**src/hdl/i2cmwr_pkg.sv**
```systemverilog
// Package for the I2C master write-then-read sequencer.
// It holds the codes, widths and types that the sequencer modules share.
// It depends on nothing.
package i2cmwr_pkg;

    // Write buffer geometry.
    localparam int BUFFER_DEPTH = 16;
    localparam int BUF_AW       = (BUFFER_DEPTH > 1) ? $clog2(BUFFER_DEPTH) : 1;

    // Field widths.
    localparam int POS_W = 5;
    localparam int CFG_W = 8;

    // Operation codes of an input word.
    typedef enum logic [1:0] {
        OP_LOAD   = 2'd0,
        OP_START  = 2'd1,
        OP_RESET  = 2'd2,
        OP_STATUS = 2'd3
    } t_op;

    // Bus actions.
    typedef enum logic [2:0] {
        ACT_NONE  = 3'd0,
        ACT_START = 3'd1,
        ACT_SEND  = 3'd2,
        ACT_RACK  = 3'd3,
        ACT_RNACK = 3'd4,
        ACT_STOP  = 3'd5,
        ACT_RESET = 3'd6,
        ACT_CLEAR = 3'd7
    } t_act;

    // Bus modes.
    typedef enum logic [1:0] {
        MODE_IDLE = 2'd0,
        MODE_BUSY = 2'd1,
        MODE_MT   = 2'd2,
        MODE_MR   = 2'd3
    } t_mode;

    // Error codes.
    typedef enum logic [2:0] {
        ERR_NONE     = 3'd0,
        ERR_REFUSED  = 3'd1,
        ERR_NOTHING  = 3'd2,
        ERR_SHORT    = 3'd3,
        ERR_BUS      = 3'd4,
        ERR_UNKNOWN  = 3'd5
    } t_err;

    // Configuration register indexes.
    typedef enum logic [1:0] {
        CFG_WADDR = 2'd0,
        CFG_RADDR = 2'd1,
        CFG_WLEN  = 2'd2,
        CFG_RLEN  = 2'd3
    } t_cfg_idx;

    // Bus status codes with the prescaler bits masked off.
    localparam logic [7:0] ST_BUS_ERROR  = 8'h00;
    localparam logic [7:0] ST_START      = 8'h08;
    localparam logic [7:0] ST_RSTART     = 8'h10;
    localparam logic [7:0] ST_SLA_W_ACK  = 8'h18;
    localparam logic [7:0] ST_SLA_W_NACK = 8'h20;
    localparam logic [7:0] ST_DATA_ACK   = 8'h28;
    localparam logic [7:0] ST_DATA_NACK  = 8'h30;
    localparam logic [7:0] ST_ARB_LOST   = 8'h38;
    localparam logic [7:0] ST_SLA_R_ACK  = 8'h40;
    localparam logic [7:0] ST_SLA_R_NACK = 8'h48;
    localparam logic [7:0] ST_RX_ACK     = 8'h50;
    localparam logic [7:0] ST_RX_NACK    = 8'h58;

    // Result word; tx_mem marks a transmit byte that comes from the buffer read.
    typedef struct packed {
        t_act       act;
        logic [7:0] tx;
        logic       tx_mem;
        t_mode      mode;
        logic       rvalid;
        logic [3:0] ridx;
        logic [7:0] rbyte;
        logic       done;
        t_err       err;
    } t_result;

    // Buffer access request from the sequencer.
    typedef struct packed {
        logic              we;
        logic [BUF_AW-1:0] waddr;
        logic [7:0]        wdata;
        logic              re;
        logic [BUF_AW-1:0] raddr;
    } t_buf_req;

endpackage

```
**src/hdl/i2cmwr_wbuf.sv**
```systemverilog
// Write buffer of the sequencer: one synchronous memory, one write and one
// registered read port. It depends on i2cmwr_pkg.
module i2cmwr_wbuf (
    input  logic                 i_clk,
    input  i2cmwr_pkg::t_buf_req i_req,
    output logic [7:0]           o_rdata
);

    logic [7:0] r_mem [i2cmwr_pkg::BUFFER_DEPTH];
    logic [7:0] r_rdata;

    // Write port.
    always_ff @(posedge i_clk) begin
        if (i_req.we) begin
            r_mem[i_req.waddr] <= i_req.wdata;
        end
    end

    // Read port; the data word holds until the next read.
    always_ff @(posedge i_clk) begin
        if (i_req.re) begin
            r_rdata <= r_mem[i_req.raddr];
        end
    end

    assign o_rdata = r_rdata;

endmodule

```
**src/hdl/i2cmwr_ctrl.sv**
```systemverilog
// Sequencer core: mode and position registers and the decode of each word.
// It issues buffer accesses and forms the result. It depends on i2cmwr_pkg.
module i2cmwr_ctrl (
    input  logic                           i_clk,
    input  logic                           i_rst_n,
    input  logic                           i_accept,
    input  logic [1:0]                     i_operation,
    input  logic [7:0]                     i_bus_status,
    input  logic [7:0]                     i_received_byte,
    input  logic [3:0]                     i_load_index,
    input  logic [7:0]                     i_load_byte,
    input  logic [7:0]                     i_waddr_byte,
    input  logic [7:0]                     i_raddr_byte,
    input  logic [i2cmwr_pkg::POS_W-1:0]   i_wlen,
    input  logic [i2cmwr_pkg::POS_W-1:0]   i_rlen,
    output i2cmwr_pkg::t_result            o_result,
    output i2cmwr_pkg::t_buf_req           o_buf_req
);

    i2cmwr_pkg::t_mode               r_mode, n_mode;
    logic [i2cmwr_pkg::POS_W-1:0]    r_wpos, n_wpos;
    logic [i2cmwr_pkg::POS_W-1:0]    r_rpos, n_rpos;
    logic [i2cmwr_pkg::POS_W-1:0]    rpos_inc;
    logic [7:0]                      status;
    i2cmwr_pkg::t_result             res;
    i2cmwr_pkg::t_buf_req            req;

    assign status   = {i_bus_status[7:3], 3'b000};
    assign rpos_inc = r_rpos + i2cmwr_pkg::POS_W'(1);

    // Decode of one word into the next state, the result and buffer accesses.
    always_comb begin
        n_mode     = r_mode;
        n_wpos     = r_wpos;
        n_rpos     = r_rpos;
        res        = '0;
        res.act    = i2cmwr_pkg::ACT_NONE;
        res.err    = i2cmwr_pkg::ERR_NONE;
        req        = '0;
        req.waddr  = i2cmwr_pkg::BUF_AW'(i_load_index);
        req.wdata  = i_load_byte;
        req.raddr  = i2cmwr_pkg::BUF_AW'(r_wpos);
        case (i2cmwr_pkg::t_op'(i_operation))
            i2cmwr_pkg::OP_LOAD: begin
                req.we = (32'(i_load_index) < i2cmwr_pkg::BUFFER_DEPTH);
            end
            i2cmwr_pkg::OP_START: begin
                if (r_mode == i2cmwr_pkg::MODE_IDLE) begin
                    n_mode  = i2cmwr_pkg::MODE_BUSY;
                    res.act = i2cmwr_pkg::ACT_START;
                end else begin
                    res.err = i2cmwr_pkg::ERR_REFUSED;
                end
            end
            i2cmwr_pkg::OP_RESET: begin
                n_mode  = i2cmwr_pkg::MODE_BUSY;
                res.act = i2cmwr_pkg::ACT_RESET;
            end
            default: begin
                case (status) inside
                    i2cmwr_pkg::ST_START, i2cmwr_pkg::ST_RSTART: begin
                        if (r_wpos == '0 && i_wlen != '0) begin
                            n_mode  = i2cmwr_pkg::MODE_MT;
                            res.tx  = i_waddr_byte;
                            res.act = i2cmwr_pkg::ACT_SEND;
                        end else if (r_rpos == '0 && i_rlen != '0) begin
                            n_mode  = i2cmwr_pkg::MODE_MR;
                            res.tx  = i_raddr_byte;
                            res.act = i2cmwr_pkg::ACT_SEND;
                        end else begin
                            res.err = i2cmwr_pkg::ERR_NOTHING;
                        end
                    end
                    i2cmwr_pkg::ST_SLA_W_ACK: begin
                        // First data byte comes from buffer entry zero.
                        req.re     = 1'b1;
                        req.raddr  = '0;
                        res.tx_mem = 1'b1;
                        n_wpos     = i2cmwr_pkg::POS_W'(1);
                        res.act    = i2cmwr_pkg::ACT_SEND;
                    end
                    i2cmwr_pkg::ST_SLA_W_NACK, i2cmwr_pkg::ST_DATA_NACK,
                    i2cmwr_pkg::ST_ARB_LOST, i2cmwr_pkg::ST_SLA_R_NACK: begin
                        n_wpos  = '0;
                        n_rpos  = '0;
                        n_mode  = i2cmwr_pkg::MODE_BUSY;
                        res.act = i2cmwr_pkg::ACT_START;
                    end
                    i2cmwr_pkg::ST_DATA_ACK: begin
                        if (r_wpos == i_wlen) begin
                            n_mode  = i2cmwr_pkg::MODE_BUSY;
                            res.act = i2cmwr_pkg::ACT_START;
                        end else begin
                            // Positions past the buffer send a zero byte.
                            req.re     = (32'(r_wpos) < i2cmwr_pkg::BUFFER_DEPTH);
                            res.tx_mem = req.re;
                            n_wpos     = r_wpos + i2cmwr_pkg::POS_W'(1);
                            res.act    = i2cmwr_pkg::ACT_SEND;
                        end
                    end
                    i2cmwr_pkg::ST_SLA_R_ACK: begin
                        res.act = i2cmwr_pkg::ACT_SEND;
                    end
                    i2cmwr_pkg::ST_RX_ACK: begin
                        res.rvalid = 1'b1;
                        res.ridx   = r_rpos[3:0];
                        res.rbyte  = i_received_byte;
                        n_rpos     = rpos_inc;
                        if (i_rlen != '0 && rpos_inc == i_rlen - i2cmwr_pkg::POS_W'(1)) begin
                            res.act = i2cmwr_pkg::ACT_RNACK;
                        end else if (rpos_inc >= i_rlen) begin
                            n_mode   = i2cmwr_pkg::MODE_IDLE;
                            res.act  = i2cmwr_pkg::ACT_STOP;
                            res.done = 1'b1;
                        end else begin
                            res.act = i2cmwr_pkg::ACT_RACK;
                        end
                    end
                    i2cmwr_pkg::ST_RX_NACK: begin
                        res.rvalid = 1'b1;
                        res.ridx   = r_rpos[3:0];
                        res.rbyte  = i_received_byte;
                        if (rpos_inc != i_rlen) begin
                            // Short read: the mode stays as it is.
                            n_rpos  = '0;
                            n_wpos  = '0;
                            res.act = i2cmwr_pkg::ACT_RESET;
                            res.err = i2cmwr_pkg::ERR_SHORT;
                        end else begin
                            n_rpos   = rpos_inc;
                            n_mode   = i2cmwr_pkg::MODE_IDLE;
                            res.act  = i2cmwr_pkg::ACT_STOP;
                            res.done = 1'b1;
                        end
                    end
                    i2cmwr_pkg::ST_BUS_ERROR: begin
                        n_mode  = i2cmwr_pkg::MODE_IDLE;
                        res.act = i2cmwr_pkg::ACT_STOP;
                        res.err = i2cmwr_pkg::ERR_BUS;
                    end
                    default: begin
                        res.act = i2cmwr_pkg::ACT_CLEAR;
                        res.err = i2cmwr_pkg::ERR_UNKNOWN;
                    end
                endcase
            end
        endcase
        res.mode = n_mode;
        if (!i_accept) begin
            req.we = 1'b0;
            req.re = 1'b0;
        end
    end

    // State registers advance only on an accepted word.
    always_ff @(posedge i_clk) begin
        if (!i_rst_n) begin
            r_mode <= i2cmwr_pkg::MODE_IDLE;
            r_wpos <= '0;
            r_rpos <= '0;
        end else if (i_accept) begin
            r_mode <= n_mode;
            r_wpos <= n_wpos;
            r_rpos <= n_rpos;
        end
    end

    assign o_result  = res;
    assign o_buf_req = req;

endmodule

```
**src/hdl/i2c_master_write_read_sequencer_unit.sv**
```systemverilog
// I2C master write-then-read sequencer, top level.
// It holds the configuration registers, the result pipeline and the output
// register; it depends on i2cmwr_pkg, i2cmwr_ctrl and i2cmwr_wbuf.
//
// Usage: each input word (load, start, reset or bus status event) gives
// exactly one result word with the next bus action, the byte to transmit,
// the mode, any received byte with its index, a done flag and an error code.
// Input channel: i_in_valid / o_in_stall; output channel: o_out_valid /
// i_out_stall. A word moves when valid is high and stall is low.
// A result passes the buffer read stage (synchronous read), then the output
// register. Throughput is one word per cycle while the output is not stalled;
// the sequencer updates its mode and positions in the acceptance cycle, so
// words may follow back to back. When the receiver stalls, the result holds
// in the output register and the pipeline stage behind it still takes one
// more word before o_in_stall rises. Configuration is written through
// i_cfg_we / i_cfg_index / i_cfg_wdata while the block is idle, a rule for
// the user that the block does not enforce. A synchronous active-low reset
// empties the pipeline, sets the mode to idle, clears both positions and
// loads the register defaults; the buffer contents are undefined until loaded.
module i2c_master_write_read_sequencer_unit (
    input  logic        i_clk,
    input  logic        i_rst_n,
    input  logic        i_cfg_we,
    input  logic [1:0]  i_cfg_index,
    input  logic [7:0]  i_cfg_wdata,
    input  logic        i_in_valid,
    output logic        o_in_stall,
    input  logic [1:0]  i_operation,
    input  logic [7:0]  i_bus_status,
    input  logic [7:0]  i_received_byte,
    input  logic [3:0]  i_load_index,
    input  logic [7:0]  i_load_byte,
    output logic        o_out_valid,
    input  logic        i_out_stall,
    output logic [2:0]  o_bus_action,
    output logic [7:0]  o_transmit_byte,
    output logic [1:0]  o_bus_mode,
    output logic        o_read_valid,
    output logic [3:0]  o_read_index,
    output logic [7:0]  o_read_byte,
    output logic        o_transfer_done,
    output logic [2:0]  o_error_code
);

    logic [7:0]                    r_waddr_byte;
    logic [7:0]                    r_raddr_byte;
    logic [i2cmwr_pkg::POS_W-1:0]  r_wlen;
    logic [i2cmwr_pkg::POS_W-1:0]  r_rlen;
    logic                          in_acc;
    logic                          s1_adv;
    logic                          r_s1_valid;
    i2cmwr_pkg::t_result           r_s1;
    i2cmwr_pkg::t_result           n_s1;
    i2cmwr_pkg::t_result           s1_word;
    i2cmwr_pkg::t_buf_req          buf_req;
    logic [7:0]                    buf_rdata;
    logic                          r_out_valid;
    i2cmwr_pkg::t_result           r_out;

    // Configuration registers.
    always_ff @(posedge i_clk) begin
        if (!i_rst_n) begin
            r_waddr_byte <= 8'd0;
            r_raddr_byte <= 8'd1;
            r_wlen       <= '0;
            r_rlen       <= '0;
        end else if (i_cfg_we) begin
            case (i2cmwr_pkg::t_cfg_idx'(i_cfg_index))
                i2cmwr_pkg::CFG_WADDR: r_waddr_byte <= i_cfg_wdata;
                i2cmwr_pkg::CFG_RADDR: r_raddr_byte <= i_cfg_wdata;
                i2cmwr_pkg::CFG_WLEN:  r_wlen <= i_cfg_wdata[i2cmwr_pkg::POS_W-1:0];
                i2cmwr_pkg::CFG_RLEN:  r_rlen <= i_cfg_wdata[i2cmwr_pkg::POS_W-1:0];
                default: ;
            endcase
        end
    end

    // Handshake: the buffer read stage moves on when the output register frees.
    assign s1_adv     = r_s1_valid && (!r_out_valid || !i_out_stall);
    assign o_in_stall = r_s1_valid && !s1_adv;
    assign in_acc     = i_in_valid && !o_in_stall;

    i2cmwr_ctrl u_ctrl (
        .i_clk           (i_clk),
        .i_rst_n         (i_rst_n),
        .i_accept        (in_acc),
        .i_operation     (i_operation),
        .i_bus_status    (i_bus_status),
        .i_received_byte (i_received_byte),
        .i_load_index    (i_load_index),
        .i_load_byte     (i_load_byte),
        .i_waddr_byte    (r_waddr_byte),
        .i_raddr_byte    (r_raddr_byte),
        .i_wlen          (r_wlen),
        .i_rlen          (r_rlen),
        .o_result        (n_s1),
        .o_buf_req       (buf_req)
    );

    i2cmwr_wbuf u_wbuf (
        .i_clk   (i_clk),
        .i_req   (buf_req),
        .o_rdata (buf_rdata)
    );

    // Buffer read stage: the result waits here for the read data.
    always_ff @(posedge i_clk) begin
        if (!i_rst_n) begin
            r_s1_valid <= 1'b0;
        end else if (in_acc) begin
            r_s1_valid <= 1'b1;
        end else if (s1_adv) begin
            r_s1_valid <= 1'b0;
        end
    end

    always_ff @(posedge i_clk) begin
        if (in_acc) begin
            r_s1 <= n_s1;
        end
    end

    // Merge the buffer byte into the result word.
    always_comb begin
        s1_word    = r_s1;
        s1_word.tx = r_s1.tx_mem ? buf_rdata : r_s1.tx;
    end

    // Output register.
    always_ff @(posedge i_clk) begin
        if (!i_rst_n) begin
            r_out_valid <= 1'b0;
        end else if (s1_adv) begin
            r_out_valid <= 1'b1;
        end else if (!i_out_stall) begin
            r_out_valid <= 1'b0;
        end
    end

    always_ff @(posedge i_clk) begin
        if (s1_adv) begin
            r_out <= s1_word;
        end
    end

    assign o_out_valid     = r_out_valid;
    assign o_bus_action    = r_out.act;
    assign o_transmit_byte = r_out.tx;
    assign o_bus_mode      = r_out.mode;
    assign o_read_valid    = r_out.rvalid;
    assign o_read_index    = r_out.ridx;
    assign o_read_byte     = r_out.rbyte;
    assign o_transfer_done = r_out.done;
    assign o_error_code    = r_out.err;

    // An accepted word always occupies the buffer read stage next cycle.
    a_acc_fills_s1: assert property (@(posedge i_clk) disable iff (!i_rst_n)
        in_acc |=> r_s1_valid)
        else $error("accepted word did not enter the read stage");

    // The input stalls only while the read stage holds a word that cannot move.
    a_stall_cause: assert property (@(posedge i_clk) disable iff (!i_rst_n)
        o_in_stall |-> (r_s1_valid && r_out_valid && i_out_stall))
        else $error("input stalled without a blocked result");

    // A word in the read stage that moves lands in the output register.
    a_s1_to_out: assert property (@(posedge i_clk) disable iff (!i_rst_n)
        s1_adv |=> r_out_valid)
        else $error("result lost between read stage and output");

    // A completed transfer leaves the sequencer idle.
    a_done_idle: assert property (@(posedge i_clk) disable iff (!i_rst_n)
        (r_out_valid && r_out.done) |->
            (r_out.mode == i2cmwr_pkg::MODE_IDLE && r_out.act == i2cmwr_pkg::ACT_STOP))
        else $error("transfer done without stop in idle mode");

endmodule

```
**config.mk**
```make
export PLATFORM = sky130hd
export DESIGN_NAME = i2c_master_write_read_sequencer_unit
export DESIGN_NICKNAME = d
export VERILOG_FILES = /design/src/hdl/i2cmwr_pkg.sv /design/src/hdl/i2cmwr_wbuf.sv /design/src/hdl/i2cmwr_ctrl.sv /design/src/hdl/i2c_master_write_read_sequencer_unit.sv
export SDC_FILE = /design/constraint.sdc
export NUM_CORES = 1
export LEC_CHECK = 0
export BUFFER_PORTS_ARGS = -buffer_cell sky130_fd_sc_hd__buf_2
export CORE_ASPECT_RATIO = 1.75
export CORE_UTILIZATION = 54
export DETAILED_ROUTE_END_ITERATION = 7
export PLACE_DENSITY = 0.82
export SETUP_SLACK_MARGIN = 0.1
export SLEW_MARGIN = 5
export SYNTH_ARGS = -nofsm -noshare
export SYNTH_HDL_FRONTEND = slang
export SYNTH_SLANG_ARGS = --single-unit
```
**constraint.sdc**
```tcl
create_clock -name i_clk -period 2.9 [get_ports i_clk]
set_input_delay 0 -clock i_clk [delete_from_list [all_inputs] [get_ports i_clk]]
set_output_delay 0 -clock i_clk [all_outputs]
set_load 0.05 [all_outputs]
```
==> impl_metrics.toml <==
[layout]
area_growth_pct = 15.9
drive_gt1_frac = 0.216
final_area_um2 = 12100
antenna_cells = 0
nets = 896
post-route-util = 0.637

[route]
vias = 6201
wl_um = 21300
drt_pre_antenna_iters = 4
via_per_inst = 5.68
ant_nets = 0
wl_per_cell_um = 19.6
drtIter0Drc = 268
drc = 0

[logic_synthesis]
synth_fa_ha_area_frac = 0.0179
synth.most_common_cell = "edfxtp_1"
synthSimpleGateAreaFrac = 0.114
synth_warnings = 0
yosysUniqueCellTypes = 68
ys.flop_type = "edfxtp_1"
synth_xor_area_frac = 0.0167
synth.mux.area_fraction = 0.113
synth_top_family_by_area = "simple AND/OR/NAND/NOR gates"
synth_area_leaders = "edfxtp_1 57%, dfxtp_1 7.7%, mux4_2 5.2%"
synth_seq_cells = 237
synthCells = 730
synth_compound_area_frac = 0.0698
synth_area_um2 = 10500
synthTopCellsByCount = "197 x edfxtp_1, 52 x mux2i_1, 47 x nor2_1"
synth.avg_cell_area_um2 = 14.3
synth_top_area_share = 0.565
synth_edf_count = 197
async_flop_share = 0
yosysTopAreaCell = "edfxtp_1"
synth_nets = 790
ys_seq_area_frac = 0.642

[timing]
grt_setup_unrepaired = "no"
setup_viol_count_final = 0
finalCritPeriodShare = 0.918
max-slew-margin-rel = 0.380
hold_viol = 0
finalCriticalPeriod_ns = 2.66
timing_max_transition_violations_final = 0
fmaxAchievable_ghz = 0.376
setup_tns_ns = 0
finalClockSkew_ns = 0.0104
fin_ws_ns = 0.239
tightestPinTransition_ns = 0.923

[clock_tree]
clock_tree.htree_level_count = 1
cts_root_buf = "clkbuf_16"
cts_tree = "done"
cts.sinks = 237
path_clk_slew_ns = 0.06
cts_max_path_buffers = 3
clock_latency_ns = 0.50
cts_made_buffers = 21
post_cts_buffers = 0

[global_routing]
grt_max_degree = 45
grt-busiest-layer = "met2"
grt-ovfl-total = 0
grtUsageMet1 = 0.214
grt_use_met2 = 0.450
gr-usage-met3 = 0.0233
grt_pass1_vias = 6396
antenna_found_initial = 0
grt_pass1_wl_um = 33200
grt.total_usage = 0.223

[placement]
gp_congestion = 0.891
placed_cell_area_um2 = 11100
hpwl_um = 15500
dp_slack_ns = 0.200
portBuffers = 73

[floorplan]
die_w_um = 107
io_pins = 77
core-area_um2 = 19000
fp-row-count = 67
die-area_um2 = 20000
initial_core_util = 0.550
die_y_um = 186

[power_and_ir_drop]
p_sw_mw = 1.50
powerDensity_nw_per_um2 = 594
ir_drop_mv = 0.580
internal_power_mw = 5.70
p_comb_frac = 0.068
swShare = 0.209
seq_power_share = 0.525
power.share.clock = 0.408
p_leak_nw = 4.37

[setup_path]
r2r_cells = 10
arrival_ns = 2.91
cp-end-kind = "register"
worstPathRequired_ns = 3.15
cp_max_fo = 8
critPathLaunchType = "register"
crit_type = "reg2reg"

[outcome]
status = "finished clean"

[min_path]
min_path_type = "in2reg"
hold_depth = 3

[run]
cap_viol_max_count = 0
==> power by group through the flow <==
stage	Clock, mW	Sequential [mW]	Combinational, mW
final	2.94	3.78	0.487
after global routing	3.12	3.79	0.524
after CTS	3.00	3.79	0.485
after detailed placement	0	3.86	0.455
after global placement	0	3.85	0.446
after floorplan	0	3.92	0.234
==> routing by layer <==
layer | vias up | part of all wire
met4 | 0 | 0.051
li1 | 2966 | -
met3 | 51 | 0.035
met2 | 172 | 0.59
met5 | - | 0
met1 | 3012 | 0.33
==> final timing paths <==
| kind | start | to | slack (ns) |
|---|---|---|---|
| hold / removal | i_bus_status[7] | r_s1[0] | 0.03 |
| setup / recovery | u_ctrl.r_rpos[0] | r_s1[30] | 0.24 |
| hold reg to reg | r_s1[16] | o_read_valid | 0.42 |
| setup reg to reg | u_ctrl.r_rpos[0] | r_s1[30] | 0.24 |
==> timing repair <==
action                                  in CTS  in global routing
hold endpoints to repair                   165                  0
endpoints found under the setup margin       0                  5
hold buffers                                27                  0
resized for setup                            0                  6
==> final cells by class <==
type / count / area, µm²
Fill cell: 1348 / 6900
Multi-Input combinational cell: 435 / 3500
Clock inverter: 15 / 206
Timing Repair Buffer: 119 / 778
Clock buffer: 22 / 529
Inverter: 22 / 86.3
Sequential cell: 237 / 6720
Tap cell: 241 / 302
==> flip-flops by register name (all words and copies together) (netlist names), 8 cells and up <==
| register | flops |
|---|---|
| r_s1 | 31 |
| u_wbuf.r_mem | 128 |
| r_waddr_byte | 8 |
| u_wbuf.o_rdata | 8 |
| r_raddr_byte | 8 |
| o_read_byte | 8 |
| o_transmit_byte | 8 |
==> cell families (layout without fill, tap and decap cells) <==
family	after synthesis	after routing
XOR/XNOR	20	20
multiplexers	87	87
adder cells (fa/ha/maj)	15	15
buffers and inverters	58	178
AND/OR/NAND/NOR	212	212
AO/OA/AOI/OAI	101	101
flip-flops	237	237
==> critical path, cell delays in order, from the launching register on <==
cell      delay (ns)
dfxtp_4         0.38
ha_4            0.16
nand3_1         0.14
xor2_2          0.20
inv_1           0.06
ha_1            0.29
and4_4          0.18
buf_4           0.16
a221o_2         0.41
nand2b_1        0.21
o21a_1          0.22
==> per-stage QoR <==
stage	hold slack, ns	cells	power, mW
2_1_floorplan	0.0989	730	4.15
3_3_place_gp	0.244	1027	4.30
3_5_place_dp	0.280	1027	4.31
4_1_cts	0.00573	1091	7.27
5_1_grt	0.0427	1091	7.43
6_report	0.0322	1091	7.21
==> cells in the final DEF, fill, tap and decap left out, types with 4 or more instances in the layout <==
master         count
clkbuf_16         21
nand3_1           13
edfxtp_1         197
o21a_1             8
and2_0             8
mux4_2            24
nor3_1            10
mux2i_1           52
buf_2             73
xor2_1             6
nor2b_1           34
or3_1             10
nor2_1            47
o22ai_1           12
buf_4             19
nand3b_1           4
xnor2_1           13
mux2_2            11
nand2b_1          16
nand2_1           26
inv_1             21
a21oi_1           21
dlygate4sd3_1     27
o21ai_0           10
dfxtp_1           36
and3_1             5
bufinv_16          5
ha_1              14
o211ai_1          12
a22oi_1            7
a31oi_1            4
nor3b_1            4
clkinv_1           4
and2_1            16
(Power assumes the default switching activity.)
